`src/rtl/bfcr_pkg.sv`:
```
// -----------------------------------------------------------------------------
// bfcr_pkg: shared types and constants for the 4x7 bitmap font renderer
// Word layouts for both channels, the font table and the command bytes.
// -----------------------------------------------------------------------------
package bfcr_pkg;

  localparam int PanelWidthDefault  = 96;
  localparam int PanelHeightDefault = 64;

  localparam int FifoDepth = 4;
  localparam int FifoPtrW  = $clog2(FifoDepth);
  localparam int FifoCntW  = $clog2(FifoDepth + 1);

  localparam logic [7:0] CMD_COLUMN_RANGE = 8'h15;
  localparam logic [7:0] CMD_ROW_RANGE    = 8'h75;

  localparam int GlyphBits = 28;
  localparam int SeqCntW   = 5;

  // Configuration register indexes.
  localparam logic [1:0] REG_FOREGROUND = 2'd0;
  localparam logic [1:0] REG_BACKGROUND = 2'd1;

  typedef struct packed {
    logic [7:0] column;
    logic [7:0] row;
    logic [7:0] char_code;
  } item_t;

  typedef struct packed {
    logic       is_data;
    logic [7:0] value;
    logic       last;
  } result_t;

  typedef struct packed {
    logic                 hit;
    logic [GlyphBits-1:0] glyph;
  } font_t;

  typedef enum logic [2:0] {
    ST_IDLE,
    ST_CMD,
    ST_GLYPH,
    ST_PAD,
    ST_SPARE
  } seq_state_t;

  function automatic font_t font_lookup(input logic [7:0] code);
    font_t f;
    f.hit = 1'b1;
    unique case (code)
      8'h30:        f.glyph = 28'hF99999F;
      8'h31:        f.glyph = 28'h2222222;
      8'h32:        f.glyph = 28'hF11F88F;
      8'h33:        f.glyph = 28'hF11711F;
      8'h34:        f.glyph = 28'h199F111;
      8'h35:        f.glyph = 28'hF88F11F;
      8'h36:        f.glyph = 28'hF88F99F;
      8'h37:        f.glyph = 28'hF111111;
      8'h38:        f.glyph = 28'hF99F99F;
      8'h39:        f.glyph = 28'hF99F11F;
      8'h41, 8'h61: f.glyph = 28'h699F999;
      8'h42, 8'h62: f.glyph = 28'hE9AEA9E;
      8'h43, 8'h63: f.glyph = 28'h6988896;
      8'h44, 8'h64: f.glyph = 28'hCA999AC;
      8'h45, 8'h65: f.glyph = 28'hF88E88F;
      8'h46, 8'h66: f.glyph = 28'hF88E888;
      8'h2D:        f.glyph = 28'h0007000;
      8'h3A:        f.glyph = 28'h0002002;
      8'h2E:        f.glyph = 28'h0000002;
      8'h2F:        f.glyph = 28'h1224488;
      8'h20:        f.glyph = 28'h0000000;
      default: begin
        f.hit   = 1'b0;
        f.glyph = '0;
      end
    endcase
    return f;
  endfunction

endpackage

```
`src/rtl/bitmap_font_char_renderer_core.sv`:
```
// -----------------------------------------------------------------------------
// bitmap_font_char_renderer_core: 4x7 font character renderer
// Turns (column, row, code) into a window command and its pixel stream.
// -----------------------------------------------------------------------------
//
//  channel  signals                          direction  word
//  -------  -------------------------------  ---------  ---------------------
//  item     item_valid, item_stall, item     in         column, row, code
//  result   result_valid, result_stall,      out        is_data, value, last
//           result
//  cfg      cfg_valid, cfg_ready,            in         register write
//           cfg_index, cfg_data
//
//  A drawable character is 34 to 46 result words, one per cycle while the
//  result is not stalled; an unknown code or an off-panel cell gives no words.
//  The result port emits one word per cycle unless the result is stalled.
//  Items land in a four-entry queue memory with a registered read port, so
//  new items are taken while a character is still being sent.
//  Reset empties the queue, idles the sequencer, clears the output valid and
//  sets the colours. A stalled result holds in the output register; items
//  stall only when the queue is full.

module bitmap_font_char_renderer_core #(
  parameter int PANEL_WIDTH  = bfcr_pkg::PanelWidthDefault,
  parameter int PANEL_HEIGHT = bfcr_pkg::PanelHeightDefault
) (
  input  logic              clk,
  input  logic              rst,
  input  logic              item_valid,
  output logic              item_stall,
  input  bfcr_pkg::item_t   item,
  output logic              result_valid,
  input  logic              result_stall,
  output bfcr_pkg::result_t result,
  input  logic              cfg_valid,
  output logic              cfg_ready,
  input  logic [1:0]        cfg_index,
  input  logic [7:0]        cfg_data
);
  import bfcr_pkg::*;

  localparam logic [8:0] ColLimit = 9'(PANEL_WIDTH - 4);
  localparam logic [8:0] RowLimit = 9'(PANEL_HEIGHT - 7);

  // Colour registers.
  logic [7:0] foreground_color;
  logic [7:0] background_color;

  assign cfg_ready = 1'b1;

  always_ff @(posedge clk) begin
    if (rst) begin
      foreground_color <= 8'hFF;
      background_color <= 8'h00;
    end else if (cfg_valid && cfg_ready) begin
      if (cfg_index == REG_FOREGROUND) begin
        foreground_color <= cfg_data;
      end else if (cfg_index == REG_BACKGROUND) begin
        background_color <= cfg_data;
      end
    end
  end

  // Item queue memory.
  item_t               fifo_mem [FifoDepth];
  logic [FifoPtrW-1:0] wr_ptr;
  logic [FifoPtrW-1:0] rd_ptr;
  logic [FifoCntW-1:0] fill;
  logic                push;
  logic                pop;
  item_t               fetch;
  logic                fetch_valid;
  logic                load;

  assign item_stall = (fill == FifoCntW'(FifoDepth));
  assign push       = item_valid && !item_stall;
  assign pop        = (fill != '0) && (!fetch_valid || load);

  always_ff @(posedge clk) begin
    if (push) begin
      fifo_mem[wr_ptr] <= item;
    end
    if (pop) begin
      fetch <= fifo_mem[rd_ptr];
    end
  end

  always_ff @(posedge clk) begin
    if (rst) begin
      wr_ptr      <= '0;
      rd_ptr      <= '0;
      fill        <= '0;
      fetch_valid <= 1'b0;
    end else begin
      if (push) begin
        wr_ptr <= wr_ptr + 1'b1;
      end
      if (pop) begin
        rd_ptr <= rd_ptr + 1'b1;
      end
      fill <= fill + FifoCntW'(push) - FifoCntW'(pop);
      if (pop) begin
        fetch_valid <= 1'b1;
      end else if (load) begin
        fetch_valid <= 1'b0;
      end
    end
  end

  // Decode of the fetched word.
  font_t font;
  logic  job_ok;
  logic  new_pad;
  logic  new_lead;

  assign font     = font_lookup(fetch.char_code);
  assign new_pad  = {1'b0, fetch.column} < ColLimit;
  assign new_lead = {1'b0, fetch.row} < RowLimit;
  assign job_ok   = font.hit && ({1'b0, fetch.column} <= ColLimit)
                    && ({1'b0, fetch.row} <= RowLimit);

  // Current character.
  logic [GlyphBits-1:0] glyph;
  logic [7:0]           left;
  logic [7:0]           upper;
  logic                 pad;
  logic                 lead;

  always_ff @(posedge clk) begin
    if (load) begin
      glyph <= font.glyph;
      left  <= fetch.column;
      upper <= fetch.row;
      pad   <= new_pad;
      lead  <= new_lead;
    end
  end

  // Word sequencer.
  seq_state_t         state;
  seq_state_t         state_next;
  logic [SeqCntW-1:0] cnt;
  logic [SeqCntW-1:0] cnt_next;
  logic               adv;
  logic               emit;
  result_t            word;
  logic [SeqCntW-1:0] spare_start;

  assign adv         = !result_valid || !result_stall;
  assign emit        = (state != ST_IDLE) && adv;
  assign spare_start = pad ? SeqCntW'(4) : SeqCntW'(3);

  always_comb begin
    state_next   = state;
    cnt_next     = cnt;
    word.is_data = 1'b1;
    word.value   = background_color;
    word.last    = 1'b0;
    unique case (state)
      ST_IDLE: begin
        word.is_data = 1'b0;
      end
      ST_CMD: begin
        word.is_data = 1'b0;
        unique case (cnt)
          SeqCntW'(0): word.value = CMD_COLUMN_RANGE;
          SeqCntW'(1): word.value = left;
          SeqCntW'(2): word.value = left + (pad ? 8'd4 : 8'd3);
          SeqCntW'(3): word.value = CMD_ROW_RANGE;
          SeqCntW'(4): word.value = upper;
          default:     word.value = upper + (lead ? 8'd7 : 8'd6);
        endcase
        if (cnt >= SeqCntW'(5)) begin
          state_next = ST_GLYPH;
          cnt_next   = SeqCntW'(GlyphBits - 1);
        end else begin
          cnt_next = cnt + 1'b1;
        end
      end
      ST_GLYPH: begin
        word.value = glyph[cnt] ? foreground_color : background_color;
        if (pad && (cnt[1:0] == 2'd0)) begin
          state_next = ST_PAD;
        end else if (cnt == '0) begin
          if (lead) begin
            state_next = ST_SPARE;
            cnt_next   = spare_start;
          end else begin
            state_next = ST_IDLE;
            word.last  = 1'b1;
          end
        end else begin
          cnt_next = cnt - 1'b1;
        end
      end
      ST_PAD: begin
        // The pad pixel follows the fourth pixel of each glyph row.
        if (cnt == '0) begin
          if (lead) begin
            state_next = ST_SPARE;
            cnt_next   = spare_start;
          end else begin
            state_next = ST_IDLE;
            word.last  = 1'b1;
          end
        end else begin
          state_next = ST_GLYPH;
          cnt_next   = cnt - 1'b1;
        end
      end
      ST_SPARE: begin
        if (cnt == '0) begin
          state_next = ST_IDLE;
          word.last  = 1'b1;
        end else begin
          cnt_next = cnt - 1'b1;
        end
      end
      default: begin
        state_next = ST_IDLE;
      end
    endcase
    if (!emit) begin
      state_next = state;
      cnt_next   = cnt;
    end
    // A new character is taken when idle or as the last word of the current
    // one leaves.
    load = fetch_valid && ((state == ST_IDLE) || (emit && word.last));
    if (load) begin
      state_next = job_ok ? ST_CMD : ST_IDLE;
      cnt_next   = '0;
    end
  end

  always_ff @(posedge clk) begin
    if (rst) begin
      state <= ST_IDLE;
      cnt   <= '0;
    end else begin
      state <= state_next;
      cnt   <= cnt_next;
    end
  end

  // Output register.
  always_ff @(posedge clk) begin
    if (rst) begin
      result_valid <= 1'b0;
    end else if (adv) begin
      result_valid <= emit;
    end
  end

  always_ff @(posedge clk) begin
    if (emit) begin
      result <= word;
    end
  end

  // Checks.
  a_fill_bound: assert property (@(posedge clk) disable iff (rst)
    fill <= FifoCntW'(FifoDepth))
    else $error("queue fill above its depth");

  a_pop_nonempty: assert property (@(posedge clk) disable iff (rst)
    pop |-> fill != '0)
    else $error("queue read while empty");

  a_load_starts: assert property (@(posedge clk) disable iff (rst)
    load && job_ok |=> state == ST_CMD && cnt == '0)
    else $error("loaded character did not start at the window command");

  a_last_ends: assert property (@(posedge clk) disable iff (rst)
    emit && word.last |=> state == ST_IDLE || state == ST_CMD)
    else $error("sequencer kept running after the last word");

endmodule

```
`config.mk`:
```
export PLATFORM = sky130hd
export DESIGN_NAME = bitmap_font_char_renderer_core
export DESIGN_NICKNAME = d
export VERILOG_FILES = /design/src/rtl/bfcr_pkg.sv /design/src/rtl/bitmap_font_char_renderer_core.sv
export SDC_FILE = /design/constraint.sdc
export NUM_CORES = 1
export LEC_CHECK = 0
export BUFFER_PORTS_ARGS = -buffer_cell sky130_fd_sc_hd__buf_2
export CAP_MARGIN = 15
export CELL_PAD_IN_SITES_DETAIL_PLACEMENT = 0
export CELL_PAD_IN_SITES_GLOBAL_PLACEMENT = 2
export CORE_AREA = 2 2 149 151
export CTS_BUF_LIST = sky130_fd_sc_hd__clkbuf_2
export DETAILED_ROUTE_END_ITERATION = 12
export DIE_AREA = 0 0 151 153
export PLACE_DENSITY = 0.83
export SLEW_MARGIN = 10
export SYNTH_ARGS = -nofsm -noshare
export SYNTH_HDL_FRONTEND = slang
export SYNTH_SLANG_ARGS = --single-unit
```
`constraint.sdc`:
```
create_clock -name clk -period 4.1 [get_ports clk]
set_clock_uncertainty 0.1 [all_clocks]
set_input_delay 0 -clock clk [delete_from_list [all_inputs] [get_ports clk]]
set_output_delay 0 -clock clk [all_outputs]
set_load 0.1 [all_outputs]
```
* After elaboration in Yosys (flattened, before gate mapping)
Memory sizes are Yosys's and may differ from the RTL's. A register that Yosys moved wholly into a read port is not among the register bits.
Cells that the tools add are included.
** Word-level totals
- Bits in registers :: 89
- Bits in writable memories :: 96
- Input port bits :: 39
- Logic and storage cells :: 149
- Memories kept :: 1
** Cells by class
- Add/subtract/negate cells :: 8
- Magnitude comparators :: 6
- Equality and inequality tests :: 43
- Multiplexer cells :: 36
- Bitwise operators :: 1
- Reductions and logical operators :: 37
** Memory list
- fifo_mem :: words 4, bits a word 24, rd ports 1, clocked after memory_dff 1, write ports 1, RTL line bitmap_font_char_renderer_core.sv:65 : item_t fifo_mem [FifoDepth];
** Operators by type and width (number)
- $pmux W28 S20 :: 1
- $eq A8 B6 Y1 const B :: 15
- $eq A8 B7 Y1 const B :: 12
- $pmux W8 S5 :: 1
- $mux W3 :: 10
- $reduce_or A27 Y1 :: 1
- $mux W5 :: 5
- $pmux W5 S4 :: 1
- $add A8 B3 Y8 :: 2
- $pmux W8 S2 :: 1
- $reduce_or A2 Y1 :: 8
- $pmux W3 S5 :: 1
- $mux W1 :: 13
- $eq A5 B2 Y1 const B :: 2
- $le A8 B6 Y1 const B :: 1
- $le A8 B7 Y1 const B :: 1
- $logic_and A1 B1 Y1 :: 8
- $lt A8 B6 Y1 const B :: 1
- $lt A8 B7 Y1 const B :: 1
- $mux W8 :: 1
- $eq A3 B2 Y1 const B :: 2
- $eq A3 B3 Y1 const B :: 2
- $lt A5 B6 Y1 const B :: 1
- $ne A2 B2 Y1 const B :: 3
- 27 further kinds :: 37

* Longest topological paths before layout
Gate-level depths: netlist of the first run.
- Depth in word-level cells :: 10
- Mapped depth :: 13
- Mapped depth without buffers :: 12

* Worst setup path before layout of the first run
No wires, ideal clock.
- Path kind :: flip-flop to flip-flop
- Start point :: reg fill[2]
- End point :: reg fill[1]
- Library setup time :: 0.126 ns
- Arrival time :: 3.967 ns
- Data required time :: 3.874 ns
- Setup slack :: -0.092 ns
- Cell stages (with the launch flop) :: 10
- Buffers on the path :: 1
- Clock period less this slack :: 4.192 ns
- Cell sequence :: dfxtp_1 > nor3b_1 > nor2b_1 > clkbuf_1 > inv_1 > ha_1 > inv_1 > ha_1 > fa_1 > nor2b_1
** On the way
- Cells in the longest elaborated chain, start to end :: 5
- Elaborated cells between the ends (all ways) :: 7
- Classes of those cells :: 2 x add/sub; 1 x eq/ne; 4 x reduce/logical
** Ends and longest elaborated chain
- start, declared :: RTL line bitmap_font_char_renderer_core.sv:68 : logic [FifoCntW-1:0] fill;
- start signal, assigned :: RTL line bitmap_font_char_renderer_core.sv:101 : fill <= fill + FifoCntW'(push) - FifoCntW'(pop);
- $eq A3 B3 Y1 :: RTL line bitmap_font_char_renderer_core.sv:75 : assign item_stall = (fill == FifoCntW'(FifoDepth));
- net item_stall :: RTL line bitmap_font_char_renderer_core.sv:30 : output logic item_stall,
- $logic_not A1 Y1 :: RTL line bitmap_font_char_renderer_core.sv:76 : assign push = item_valid && !item_stall;
- $logic_and A1 B1 Y1 :: RTL line bitmap_font_char_renderer_core.sv:76
- $add A3 B1 Y3 :: RTL line bitmap_font_char_renderer_core.sv:101
- $sub A3 B1 Y3 :: RTL line bitmap_font_char_renderer_core.sv:101
The timed path passes the listed nets, and every way through them passes these cells.
A chain may end at the register's enable or synchronous reset.

* Worst setup path in the final report of the first run
- Start point :: reg cnt[0]
- End point :: reg fill[1]
** On the way
- Cells in the longest elaborated chain, start to end :: 10
- Elaborated cells between the ends (all ways) :: 13
- Classes of those cells :: 1 x add/sub; 4 x mux; 8 x reduce/logical
** Ends and longest elaborated chain
- start, declared :: RTL line bitmap_font_char_renderer_core.sv:142 : logic [SeqCntW-1:0] cnt;
- start signal, assigned :: RTL line bitmap_font_char_renderer_core.sv:242 : cnt <= cnt_next;
- $logic_not A5 Y1 or $logic_not A2 Y1 (tied branches)
- $mux W1 or $logic_and A1 B1 Y1 (tied branches) :: RTL line bitmap_font_char_renderer_core.sv:184, bitmap_font_char_renderer_core.sv:182
- $mux W1 :: RTL line bitmap_font_char_renderer_core.sv:182 : if (pad && (cnt[1:0] == 2'd0)) begin
- $pmux W1 S3 (*) :: RTL line bitmap_font_char_renderer_core.sv:159 : unique case (state)
- $logic_and A1 B1 Y1 (*) :: RTL line bitmap_font_char_renderer_core.sv:229 : load = fetch_valid && ((state == ST_IDLE) || (emit && word.last));
- $logic_or A1 B1 Y1 (*) :: RTL line bitmap_font_char_renderer_core.sv:229
- $logic_and A1 B1 Y1 (*) :: RTL line bitmap_font_char_renderer_core.sv:229
- $logic_or A1 B1 Y1 (*) :: RTL line bitmap_font_char_renderer_core.sv:77 : assign pop = (fill != '0) && (!fetch_valid || load);
- $logic_and A1 B1 Y1 (*) :: RTL line bitmap_font_char_renderer_core.sv:77
- net pop :: RTL line bitmap_font_char_renderer_core.sv:70 : logic pop;
- $sub A3 B1 Y3 (*) :: RTL line bitmap_font_char_renderer_core.sv:101
Mark *: on every way through the listed nets, which the timed path passes. The rest lies on a longest branch.

==> summary.md, run 1 <==
| Metric | Value |
|---|---|
| Result of the run | `completed` |
| Post-place instance area | `10100 um2` |
| Final instance area | `11300 um2` |
| Clock latency of the later-clocked register in the worst-skew pair | `0.79 ns` |
| Count of nets after finishing | `929` |
| Number of enable-type register cells in the synthesized netlist | `172` |
| Portion of the post-synthesis area used by sequential elements | `0.608` |
| Synthesis-to-layout area growth | `18.4%` |
| TritonCTS clock tree | `yes` |
| Transition at the pin with the smallest max-transition slack | `around 0.9 ns` |
| CTS buffer count | `50` |
| Clock-pin slew on the worst setup and hold paths | `0.11 ns` |
| Aggregate routed wire length | `21200 um` |
| Number of endpoints failing setup at the final stage | `0` |
| Floorplan die width | `approximately 150 um` |
| Initial Util | `0.446` |
| Inst Count DP | `1021` |
| IR Drop Worst-Case VDD | `0.000298 V` |
| Critical path fanouts, max | `14` |
| Class of the worst hold path | `input port to flop` |
| Post-route setup slack | `between 0.4 and 0.5 ns` |
| Final worst path period share | `0.882` |
| Arrival time reported for the critical path endpoint | `4.14 ns` |
| I/O pin total | `52` |
| Worst setup slack before clock tree synthesis | `0.505 ns` |
| Layout filler cell count | `1867` |
| Commonest non-fill, non-tap cell in the layout | `sky130_fd_sc_hd__edfxtp_1` |
| Total count of hold-check failures in the final report | `0` |
| Reg area | `between 5000 and 6000 um2` |
| Max-slew violation total from the final report | `0` |
| Max-cap violation count | `0` |
| CP Capture Type | `flop` |
| Antenna violations before repair | `1` |
| Die Ht | `153 um` |
| Drt pass-1 iters | `6` |
| Synth unique cells | `78` |
| Leakage | `4.09 nW` |
| GP Congestion | `0.868` |
| Number of standard cells in the layout, taps in and fillers out | `between 1000 and 1500` |
| Average footprint of a synthesized cell | `roughly 13 um2` |
| Routed vias | `around 6500` |
| Per-cell via count in the routed design | `between 5 and 6` |
| Placeable Area | `roughly 21000 um2` |
| Cell Pwr Density | `557 nW/um2` |
| Detailed router's first-iteration violation count | `428` |
| Number of global-route vias before repair | `approximately 6800` |
| DRC violation count after routing | `0` |
| Highest attainable clock frequency | `~280 MHz` |
| HPWL after DPL | `roughly 13000 um` |
| Deepest level of the CTS H-tree | `2` |
| Wire length of the first global-routing pass | `34600 um` |
| Area of the multi-input gates | `3460 um2` |
| Synthesized instance count | `719` |
| Post-synthesis net count | `776` |
| GRT Residual Overflow | `0` |
| Count of buffers from port buffering | `50` |
| Setup Total Neg Slack | `0 ns` |
| Proportion of layout cells with a drive suffix above 1 | `0.216` |
| Unrepaired setup endpoints after global routing | `false` |
| Most used cells in the layout excluding fill and tap cells | `172 x sky130_fd_sc_hd__edfxtp_1, 78 x sky130_fd_sc_hd__dlygate4sd3_1, 72 x sky130_fd_sc_hd__clkbuf_2` |
| Predominant post-synthesis flop cell | `sky130_fd_sc_hd__edfxtp_1` |
| WS Path Type | `flop to flop` |
| Row Count | `54` |
| Overall Global Routing Usage | `0.190` |
| Minimum period implied by the final worst setup slack | `3.62 ns` |
| CTS Buffer Depth | `3` |
| Crit path launch type | `flop` |
| Summed instance area of the synthesized netlist | `9580 um2` |
| Number of clock sinks seen by CTS | `between 200 and 250` |
| Detail Route Antenna Nets | `0` |
| Die area | `roughly 23000 um2` |
| Count of state elements after synthesis | `205` |
| Worst rel slew slack | `0.388` |
| Maximum number of pins on one net before global-route repair | `35` |
| Async set-reset flop share out of synthesis | `0` |
| Final routed wire length divided by cell count | `17.9 um` |
| Synthesis Warnings | `0` |
| Total power | `~0.0063 W` |
| Clock root buffer master | `sky130_fd_sc_hd__clkbuf_2` |
| Critical Path RT | `approximately 4.6 ns` |
| Post-cts resize count | `0` |
-- cell usage after synthesis, types with 6 or more instances --
master,number,area (um2)
sky130_fd_sc_hd__mux4_2,26,586
sky130_fd_sc_hd__a21oi_1,30,150
sky130_fd_sc_hd__buf_2,15,75.1
sky130_fd_sc_hd__and2_1,9,56.3
sky130_fd_sc_hd__a22oi_1,10,75.1
sky130_fd_sc_hd__nor3_1,11,55.1
sky130_fd_sc_hd__xor2_1,8,70.1
sky130_fd_sc_hd__inv_1,21,78.8
sky130_fd_sc_hd__nor2b_1,13,81.3
sky130_fd_sc_hd__dfxtp_1,33,661
sky130_fd_sc_hd__nand2_1,46,173
sky130_fd_sc_hd__mux2i_1,17,170
sky130_fd_sc_hd__nand2b_1,11,68.8
sky130_fd_sc_hd__or2_2,6,37.5
sky130_fd_sc_hd__nand3_1,8,40.0
sky130_fd_sc_hd__clkbuf_1,25,93.8
sky130_fd_sc_hd__a31oi_1,6,37.5
sky130_fd_sc_hd__a211o_1,10,87.6
sky130_fd_sc_hd__xnor2_1,9,78.8
sky130_fd_sc_hd__o21ai_0,30,150
sky130_fd_sc_hd__nor2_1,53,199
sky130_fd_sc_hd__edfxtp_1,172,5160
sky130_fd_sc_hd__ha_1,16,200
sky130_fd_sc_hd__o211ai_1,11,82.6
-- kinds of logic (layout without fill, tap and decap cells) --
family                   after synthesis  count (layout)  synth area share
XOR/XNOR                              17              17            0.0155
multiplexers                          46              46            0.0824
AND/OR/NAND/NOR                      194             194             0.106
AO/OA/AOI/OAI                        171             171             0.131
adder cells (fa/ha/maj)               18              18            0.0251
other                                  1               2          0.000391
buffers and inverters                 67             255            0.0313
flip-flops                           205             205             0.608
-- worst paths after layout --
path / startpoint / cells past startpoint / end / slack [ns]
min: cfg_valid / 5 / background_color[5]$_SDFFE_PP0P_ / 0.10
min reg2reg: fetch[19]$_DFFE_PP_ / 0 / left[3]$_DFFE_PP_ / 0.36
max: cnt[0]$_SDFFE_PP0P_ / 10 / fill[1]$_SDFF_PP0_ / 0.48
max reg2reg: cnt[0]$_SDFFE_PP0P_ / 10 / fill[1]$_SDFF_PP0_ / 0.48
-- where the power goes --
part | internal [W] | leakage, nW | switching (W) | total, W
sequential | 0.00284 | 1.88 | 0.000349 | 0.00319
clock | 0.000476 | 0.333 | 0.000788 | 0.00126
combinational | 0.000797 | 1.88 | 0.00107 | 0.00186
total | 0.00412 | 4.09 | 0.00220 | 0.00632
-- area by class of cell --
type	count	share of cell area
diodes	1	0.000221
clock inverters	15	0.00607
multi-input cells	447	0.305
well taps	280	0.0309
clock buffers	72	0.0318
inverters	21	0.00695
repair buffers	147	0.105
flip-flops and latches	205	0.514
-- state kept, by name, indices dropped and copies added (netlist names) --
register and count:
rd_ptr 2, left 8, lead 1, result 10
upper 8, pad 1, result_valid 1, cnt 5
fifo_mem 96, background_color 8, fill 3, fetch_valid 1
glyph 24, foreground_color 8, state 3, wr_ptr 2
fetch 24
-- per-layer routing --
layer	wire [um]	track usage
met3	1060	0.0382
met4	500	0.0663
met2	10500	0.314
met5	0	0
met1	9110	0.249
-- metrics by stage --
| step | utilization | hold slack, ns |
|---|---|---|
| after floorplan | - | -0.00113 |
| after global placement | 0.471 | 0.108 |
| after detailed placement | 0.471 | 0.116 |
| after CTS | 0.527 | 0.0230 |
| after global routing | 0.528 | 0.104 |
| final | 0.528 | 0.102 |
-- critical path, stage by stage, from the launching register on --
cell and delay [ns]:
sky130_fd_sc_hd__dfxtp_1 0.46, sky130_fd_sc_hd__inv_1 0.26, sky130_fd_sc_hd__ha_1 0.32, sky130_fd_sc_hd__or4b_1 0.69
sky130_fd_sc_hd__o311ai_4 0.47, sky130_fd_sc_hd__o31a_4 0.22, sky130_fd_sc_hd__ha_1 0.22, sky130_fd_sc_hd__inv_1 0.06
sky130_fd_sc_hd__ha_1 0.16, sky130_fd_sc_hd__fa_1 0.41, sky130_fd_sc_hd__nor2b_1 0.14
-- repair_timing --
action / CTS / global route
hold buffers: 78 / 0
hold endpoints to repair: 192 / 0
buffers inserted: 0 / 0
setup endpoints to repair: 0 / 0
No activity file was read; power rests on OpenSTA's default activity.
==> run 2: changes to the inputs <==
RECOVER_POWER = 100   (was not set)
==> run 2 against run 1 <==
Net effect: critical path type unchanged; register-to-register slack about the same; highest routed layer unchanged; the run now ends with max-capacitance violations, max-slew violations left; via count increased by 0.48%; largest power group unchanged; worst hold slack got worse by 0.0061 ns.
==> summary.md, run 2 (synthesized netlist as in run 1, its figures left out) <==
| Metric | Value |
|---|---|
| Sequential group share of total power | `0.507 (+0.002)` |
| Die Ht | `153 um (unchanged)` |
| Highest attainable clock frequency | `277 MHz (+0.10%)` |
| CTS Buffer Depth | `3 (unchanged)` |
| GP Congestion | `0.868 (unchanged)` |
| Max-cap violation count | `5 (+5)` |
| Count of buffers from port buffering | `50 (unchanged)` |
| Die area | `23100 um2 (unchanged)` |
| Library cell appearing most often on the critical path | `sky130_fd_sc_hd__ha_1` |
| Failing checks | `max-capacitance violations, max-slew violations` |
| Leakage | `4.00 nW (-2.2%)` |
| Sw power | `0.00220 W (-0.16%)` |
| Proportion of layout cells with a drive suffix above 1 | `0.187 (-0.0287)` |
| Cell Pwr Density | `559 nW/um2 (+0.38%)` |
| IR Drop Worst-Case VDD | `0.000302 V (+1.1%)` |
| Clock latency of the later-clocked register in the worst-skew pair | `0.79 ns (about the same)` |
| GRT Residual Overflow | `0 (unchanged)` |
| Most used cells in the layout excluding fill and tap cells | `172 x sky130_fd_sc_hd__edfxtp_1, 78 x sky130_fd_sc_hd__dlygate4sd3_1, 75 x sky130_fd_sc_hd__clkbuf_2` |
| Inst Count DP | `1021 (unchanged)` |
| Floorplan die width | `151 um (unchanged)` |
| Crit path max-delay cell type | `sky130_fd_sc_hd__or4b_1` |
| Hold Startpoint | `cfg_valid` |
| Arrival time reported for the critical path endpoint | `4.13 ns (about the same)` |
| DRC violation count after routing | `0 (unchanged)` |
| Initial Util | `0.446 (unchanged)` |
| Result of the run | `finished with violations` |
| End of the worst register-to-register path | `fill[1]$_SDFF_PP0_` |
| Crit-path leading delay family | `adder cells` |
| Switching share of total power | `0.349 (about the same)` |
| Detailed router's first-iteration violation count | `461 (+7.7%)` |
| Count of nets after finishing | `929 (unchanged)` |
| Row Count | `54 (unchanged)` |
| Drt pass-1 iters | `4 (-2)` |
| Class of the worst hold path | `input port to flop` |
| Aggregate routed wire length | `21300 um (+0.34%)` |
| Deepest level of the CTS H-tree | `2 (unchanged)` |
| Number of cells on the worst reg-to-reg path | `10 (unchanged)` |
| Per-cell via count in the routed design | `5.49 (+0.48%)` |
| CTS buffer count | `50 (unchanged)` |
| Critical Path RT | `4.62 ns (about the same)` |
| Slowest Stage Delay on Critical Path | `0.69 ns (about the same)` |
| Worst hold path cell count | `5 (unchanged)` |
| Flop2flop setup slack | `0.49 ns (about the same)` |
| Biggest registers after layout | `fifo_mem (96), fetch (24), glyph (24)` |
| Sequence of cells on the critical path | `inv_1, ha_1, or4b_1, o311ai_4, o31a_4, ha_1, inv_1, ha_1, fa_1, nor2b_1` |
| Clock share of power | `0.201 (about the same)` |
| Launch instance of the worst register-to-register path | `cnt[0]$_SDFFE_PP0P_` |
| I/O pin total | `52 (unchanged)` |
| Number of clock sinks seen by CTS | `205 (unchanged)` |
| Maximum number of pins on one net before global-route repair | `35 (unchanged)` |
| Antenna violations before repair | `1 (unchanged)` |
| End point of the most critical hold path | `background_color[5]$_SDFFE_PP0P_` |
| Number of standard cells in the layout, taps in and fillers out | `1188 (unchanged)` |
| Register with the most flip-flops | `fifo_mem` |
| Area of the multi-input gates | `3440 um2 (-0.54%)` |
| Critical path fanouts, max | `14 (unchanged)` |
| Routed vias | `6523 (+0.48%)` |
| Reg area | `5830 um2 (about the same)` |
| Minimum period implied by the final worst setup slack | `3.61 ns (-0.00376 ns)` |
| Internal power of the cells | `0.00410 W (-0.30%)` |
| Overall Global Routing Usage | `0.190 (unchanged)` |
| Final routed wire length divided by cell count | `17.9 um (+0.34%)` |
| Setup Total Neg Slack | `0 ns (unchanged)` |
| TritonCTS clock tree | `yes` |
| Crit path launch type | `flop` |
| WS Path Type | `flop to flop` |
| Detail Route Antenna Nets | `0 (unchanged)` |
| Synthesis-to-layout area growth | `17.7%` |
| Layout filler cell count | `1889 (+1.2%)` |
| Commonest non-fill, non-tap cell in the layout | `sky130_fd_sc_hd__edfxtp_1` |
| Placeable Area | `21500 um2 (unchanged)` |
| Clock-pin slew on the worst setup and hold paths | `0.11 ns (about the same)` |
| CP Buf/Inv Count | `2 (unchanged)` |
| Combinational Power Share | `0.292 (-0.003)` |
| Number of endpoints failing setup at the final stage | `0 (unchanged)` |
| Number of global-route vias before repair | `6765 (unchanged)` |
| Total count of hold-check failures in the final report | `0 (unchanged)` |
| Worst rel slew slack | `-0.139 (-0.528)` |
| Post-cts resize count | `0 (unchanged)` |
| Unrepaired setup endpoints after global routing | `false` |
| HPWL after DPL | `13500 um (unchanged)` |
| Wire length of the first global-routing pass | `34600 um (unchanged)` |
| Final worst path period share | `0.881 (-0.000917)` |
| CP Capture Type | `flop` |
| Clock root buffer master | `sky130_fd_sc_hd__clkbuf_2` |
| Max FFs per register | `96 (unchanged)` |
| Max-slew violation total from the final report | `127 (+127)` |
| Transition at the pin with the smallest max-transition slack | `1.71 ns (+0.789 ns)` |
==> run 2: area by class of cell <==
| class | count | area share |
|---|---|---|
| Antenna cell | 1 | 0.000222 |
| Multi-Input combinational cell | 447 | 0.305 |
| Clock buffer | 72 | 0.0320 |
| Clock inverter | 15 | 0.00610 |
| Sequential cell | 205 | 0.517 |
| Timing Repair Buffer | 147 | 0.101 |
| Tap cell | 280 | 0.0311 |
| Inverter | 21 | 0.00699 |
==> run 2: worst max path at each step <==
stage	start	end	slack [ns]	cells after the start
global placement	cnt[0]$_SDFFE_PP0P_	fill[1]$_SDFF_PP0_	0.60	11
detailed placement	cnt[0]$_SDFFE_PP0P_	fill[1]$_SDFF_PP0_	0.50	11
global route	cnt[0]$_SDFFE_PP0P_	fill[1]$_SDFF_PP0_	0.24	11
CTS	cnt[0]$_SDFFE_PP0P_	fill[1]$_SDFF_PP0_	0.49	11
floorplan	cnt[0]$_SDFFE_PP0P_	state[0]$_SDFFE_PP0P_	0.70	9
finish	cnt[0]$_SDFFE_PP0P_	fill[1]$_SDFF_PP0_	0.49	10
==> run 2: power by group through the flow <==
stage	Sequential [W]	Combinational, W	Clock, W
after floorplan	0.00307	0.00141	0
after global placement	0.00325	0.00173	0
after detailed placement	0.00327	0.00176	0
after CTS	0.00323	0.00183	0.00131
after global routing	0.00326	0.00205	0.00143
final	0.00320	0.00184	0.00127
==> run 2: tightest hold or removal path, cell delays in order <==
cell	delay, ns
sky130_fd_sc_hd__buf_2	0.10
sky130_fd_sc_hd__nand3b_1	0.14
sky130_fd_sc_hd__mux2i_1	0.10
sky130_fd_sc_hd__nor2_1	0.07
sky130_fd_sc_hd__dlygate4sd3_1	0.54
==> run 2: routing by layer <==
| layer | global-route usage | share of wire | vias up | wire length [um] |
|---|---|---|---|---|
| li1 | - | - | 3127 | - |
| met3 | 0.0382 | 0.046 | 46 | 972 |
| met2 | 0.314 | 0.50 | 167 | 10600 |
| met1 | 0.249 | 0.43 | 3183 | 9190 |
| met5 | 0 | 0 | - | 0 |
| met4 | 0.0663 | 0.023 | 0 | 491 |
==> run 2: stage by stage <==
| step | utilization | cell area, um2 | setup slack, ns | total power (W) | hold WS (ns) |
|---|---|---|---|---|---|
| 2_1_floorplan | - | 9580 | 0.696 | 0.00448 | -0.00113 |
| 3_3_place_gp | 0.471 | 10100 | 0.596 | 0.00499 | 0.108 |
| 3_5_place_dp | 0.471 | 10100 | 0.505 | 0.00504 | 0.116 |
| 4_1_cts | 0.527 | 11300 | 0.488 | 0.00637 | 0.0230 |
| 5_1_grt | 0.525 | 11300 | 0.244 | 0.00674 | 0.104 |
| 6_report | 0.525 | 11300 | 0.486 | 0.00631 | 0.0963 |
==> run 2: what timing repair did <==
action	CTS	global route
hold buffers	78	0
setup buffers	0	0
endpoints found under the hold margin	192	0
==> run 3: changes to the inputs <==
REMOVE_ABC_BUFFERS = 1   (was not set)
==> run 3 against run 2 <==
Net effect: the flow still finishes with violations (max-capacitance violations, max-slew violations); design area up 1.1%; register-to-register slack gained 0.07 ns; routed wire length is 2.7% lower; critical path depth is 4 lower; count of clock-buffer cells in the layout shrank 3; first-iteration DRC count fell by 14%; setup slack gained 0.067 ns; via count grew 0.37%; power grew 2.8%; combinational power is 7% lower; critical path type unchanged; critical endpoint is now fetch[8]$_DFFE_PP_.
==> summary.md, run 3 (synthesized netlist as in run 1, its figures left out) <==
| Metric | Value |
|---|---|
| GRT Residual Overflow | `0 (unchanged)` |
| Crit path launch type | `flop` |
| Minimum period implied by the final worst setup slack | `3.55 ns (-0.0671 ns)` |
| Max-slew violation total from the final report | `102 (-20%)` |
| Floorplan die width | `151 um (unchanged)` |
| IR Drop Worst-Case VDD | `0.000373 V (+24%)` |
| Detailed router's first-iteration violation count | `398 (-14%)` |
| GP Congestion | `0.830 (-4.4%)` |
| Result of the run | `finished with violations` |
| Clock latency of the later-clocked register in the worst-skew pair | `0.82 ns (+0.03 ns)` |
| Combinational Power Share | `0.265 (-0.027)` |
| DRC violation count after routing | `0 (unchanged)` |
| Unrepaired setup endpoints after global routing | `false` |
| Number of endpoints failing setup at the final stage | `0 (unchanged)` |
| Worst rel slew slack | `-0.157 (-0.0173)` |
| CTS buffer count | `52 (+4.0%)` |
| Post-place instance area | `10100 um2 (about the same)` |
| Sw power | `0.00221 W (+0.30%)` |
| Cell Pwr Density | `569 nW/um2 (+1.7%)` |
| Switching share of total power | `0.340 (-0.00860)` |
| Number of clock sinks seen by CTS | `205 (unchanged)` |
| Register with the most flip-flops | `fifo_mem` |
| Sequence of cells on the critical path | `inv_1, ha_1, or4b_1, o311ai_4, o31a_4, clkbuf_1` |
| Internal power of the cells | `0.00428 W (+4.2%)` |
| Maximum number of pins on one net before global-route repair | `35 (unchanged)` |
| CP Capture Type | `flop` |
| Deepest level of the CTS H-tree | `2 (unchanged)` |
| Met1 global-route usage | `0.244 (-0.00468)` |
| Placeable Area | `21500 um2 (unchanged)` |
| Layer with the highest usage | `met2` |
| Transition at the pin with the smallest max-transition slack | `1.73 ns (+0.0259 ns)` |
| Drt pass-1 iters | `5 (+1)` |
| Setup Total Neg Slack | `0 ns (unchanged)` |
| Die Ht | `153 um (unchanged)` |
| CTS Buffer Depth | `3 (unchanged)` |
| Aggregate routed wire length | `20700 um (-2.7%)` |
| Class of the worst hold path | `input port to flop` |
| TritonCTS clock tree | `yes` |
| Critical Path RT | `4.43 ns (-0.19 ns)` |
| Routed vias | `6547 (+0.37%)` |
| Highest attainable clock frequency | `282 MHz (+1.9%)` |
| Post-route setup slack | `0.553 ns (+0.0671 ns)` |
| Met3 track demand over resource | `0.0391 (+0.000896)` |
| Commonest non-fill, non-tap cell in the layout | `sky130_fd_sc_hd__edfxtp_1` |
| Slowest Stage Delay on Critical Path | `0.91 ns (+0.22 ns)` |
| Layout filler cell count | `1859 (-1.6%)` |
| Detail Route Antenna Nets | `0 (unchanged)` |
| Clock root buffer master | `sky130_fd_sc_hd__clkbuf_2` |
| Per-cell via count in the routed design | `5.46 (-0.64%)` |
| Final worst path period share | `0.865 (-0.0164)` |
| Initial Util | `0.446 (unchanged)` |
| Row Count | `54 (unchanged)` |
| Clock-pin slew on the worst setup and hold paths | `0.10 ns (about the same)` |
| Clock share of power | `0.232 (+0.031)` |
| Worst setup slack before clock tree synthesis | `0.727 ns (+0.222 ns)` |
| Synthesis-to-layout area growth | `19.0%` |
| Total count of hold-check failures in the final report | `0 (unchanged)` |
| Most used cells in the layout excluding fill and tap cells | `172 x sky130_fd_sc_hd__edfxtp_1, 81 x sky130_fd_sc_hd__dlygate4sd3_1, 69 x sky130_fd_sc_hd__clkbuf_2` |
| Max FFs per register | `96 (unchanged)` |
| Critical path fanouts, max | `25 (+11)` |
| Leakage | `4.06 nW (+1.3%)` |
| Sequential group share of total power | `0.503 (-0.004)` |
| Final routed wire length divided by cell count | `17.3 um (-3.7%)` |
| Setup Fix Bufs, Post-CTS | `0 (unchanged)` |
| Met2 routing resource usage after global routing | `0.306 (-0.00866)` |
| Crit path max-delay cell type | `sky130_fd_sc_hd__clkbuf_1` |
| Proportion of layout cells with a drive suffix above 1 | `0.187 (-0.000271)` |
| Number of global-route vias before repair | `6766 (+0.015%)` |
| Count of nets after finishing | `935 (+0.65%)` |
| Biggest registers after layout | `fifo_mem (96), fetch (24), glyph (24)` |
| HPWL after DPL | `13000 um (-3.4%)` |
| Antenna violations before repair | `1 (unchanged)` |
| Die area | `23100 um2 (unchanged)` |
| Wire length of the first global-routing pass | `34100 um (-1.4%)` |
| Overall Global Routing Usage | `0.185 (-0.00448)` |
| Final instance area | `11400 um2 (+1.1%)` |
| Failing checks | `max-capacitance violations, max-slew violations` |
| WS Path Type | `flop to flop` |
| I/O pin total | `52 (unchanged)` |
| Count of buffers from port buffering | `50 (unchanged)` |
| Max-cap violation count | `4 (-1)` |
| Arrival time reported for the critical path endpoint | `3.87 ns (-0.26 ns)` |
run 3: cell types whose count changed in the layout (fill, tap and decap cells not counted), sizes merged:
| cell | before | now |
|---|---|---|
| buf | 45 | 47 |
| bufinv | 0 | 3 |
| clkbuf | 96 | 92 |
| clkinv | 14 | 21 |
| dlygate4sd3 | 78 | 81 |
| inv | 22 | 23 |
run 3: power groups by stage:
| stage | Sequential, W | Clock [W] | Combinational, W |
|---|---|---|---|
| final | 0.00326 | 0.00150 | 0.00172 |
| after global routing | 0.00333 | 0.00167 | 0.00190 |
| after CTS | 0.00325 | 0.00155 | 0.00176 |
| after detailed placement | 0.00330 | 0 | 0.00170 |
| after global placement | 0.00328 | 0 | 0.00167 |
| after floorplan | 0.00325 | 0 | 0.00116 |
run 3: critical path: cells and delay by family, from the launching register on:
| kind | cells | cell delay, ns |
|---|---|---|
| DFF | 1 | 0.32 |
| and+or+nand+nor | 1 | 0.69 |
| AOI/OAI and AO/OA | 2 | 0.67 |
| buffers and inverters | 2 | 1.10 |
| adders and majority gates | 1 | 0.34 |
run 3: stage by stage:
step           hold WS [ns]  utilization  power [W]  instances
5_1_grt              0.0739        0.531    0.00691       1200
2_1_floorplan       -0.0309            -    0.00441        673
3_5_place_dp          0.117        0.471    0.00500       1023
4_1_cts              0.0519        0.534    0.00656       1199
3_3_place_gp          0.108        0.471    0.00495       1023
6_report              0.120        0.531    0.00648       1200
run 3: final timing paths:
kind                                                    endpoint  depth (start not counted)           startpoint  slack (ns)
worst min register to register                 left[1]$_DFFE_PP_                          0  fetch[17]$_DFFE_PP_        0.36
worst max register to register                fetch[8]$_DFFE_PP_                          6  cnt[0]$_SDFFE_PP0P_        0.55
worst min-delay path            background_color[4]$_SDFFE_PP0P_                          3                  rst        0.12
worst max-delay path                          fetch[8]$_DFFE_PP_                          6  cnt[0]$_SDFFE_PP0P_        0.55
run 3: per-layer routing:
| layer | up-vias | wire, um |
|---|---|---|
| met1 | 3203 | 9080 |
| met5 | - | 0 |
| li1 | 3147 | - |
| met4 | 0 | 353 |
| met3 | 31 | 1000 |
| met2 | 166 | 10300 |
run 3: timing repair:
action / 4_1_cts / 5_1_grt
gates resized for setup: 0 / 0
hold buffers: 81 / 0
endpoints found under the hold margin: 235 / 0
run 3: area by class of cell:
cell class	count	area, um2	area share
Antenna cell	1	2.50	0.000220
Tap cell	280	350	0.0307
Clock buffer	69	345	0.0303
Clock inverter	26	194	0.0170
Sequential cell	205	5830	0.511
Multi-Input combinational cell	447	3450	0.302
Inverter	21	78.8	0.00691
Timing Repair Buffer	151	1150	0.101
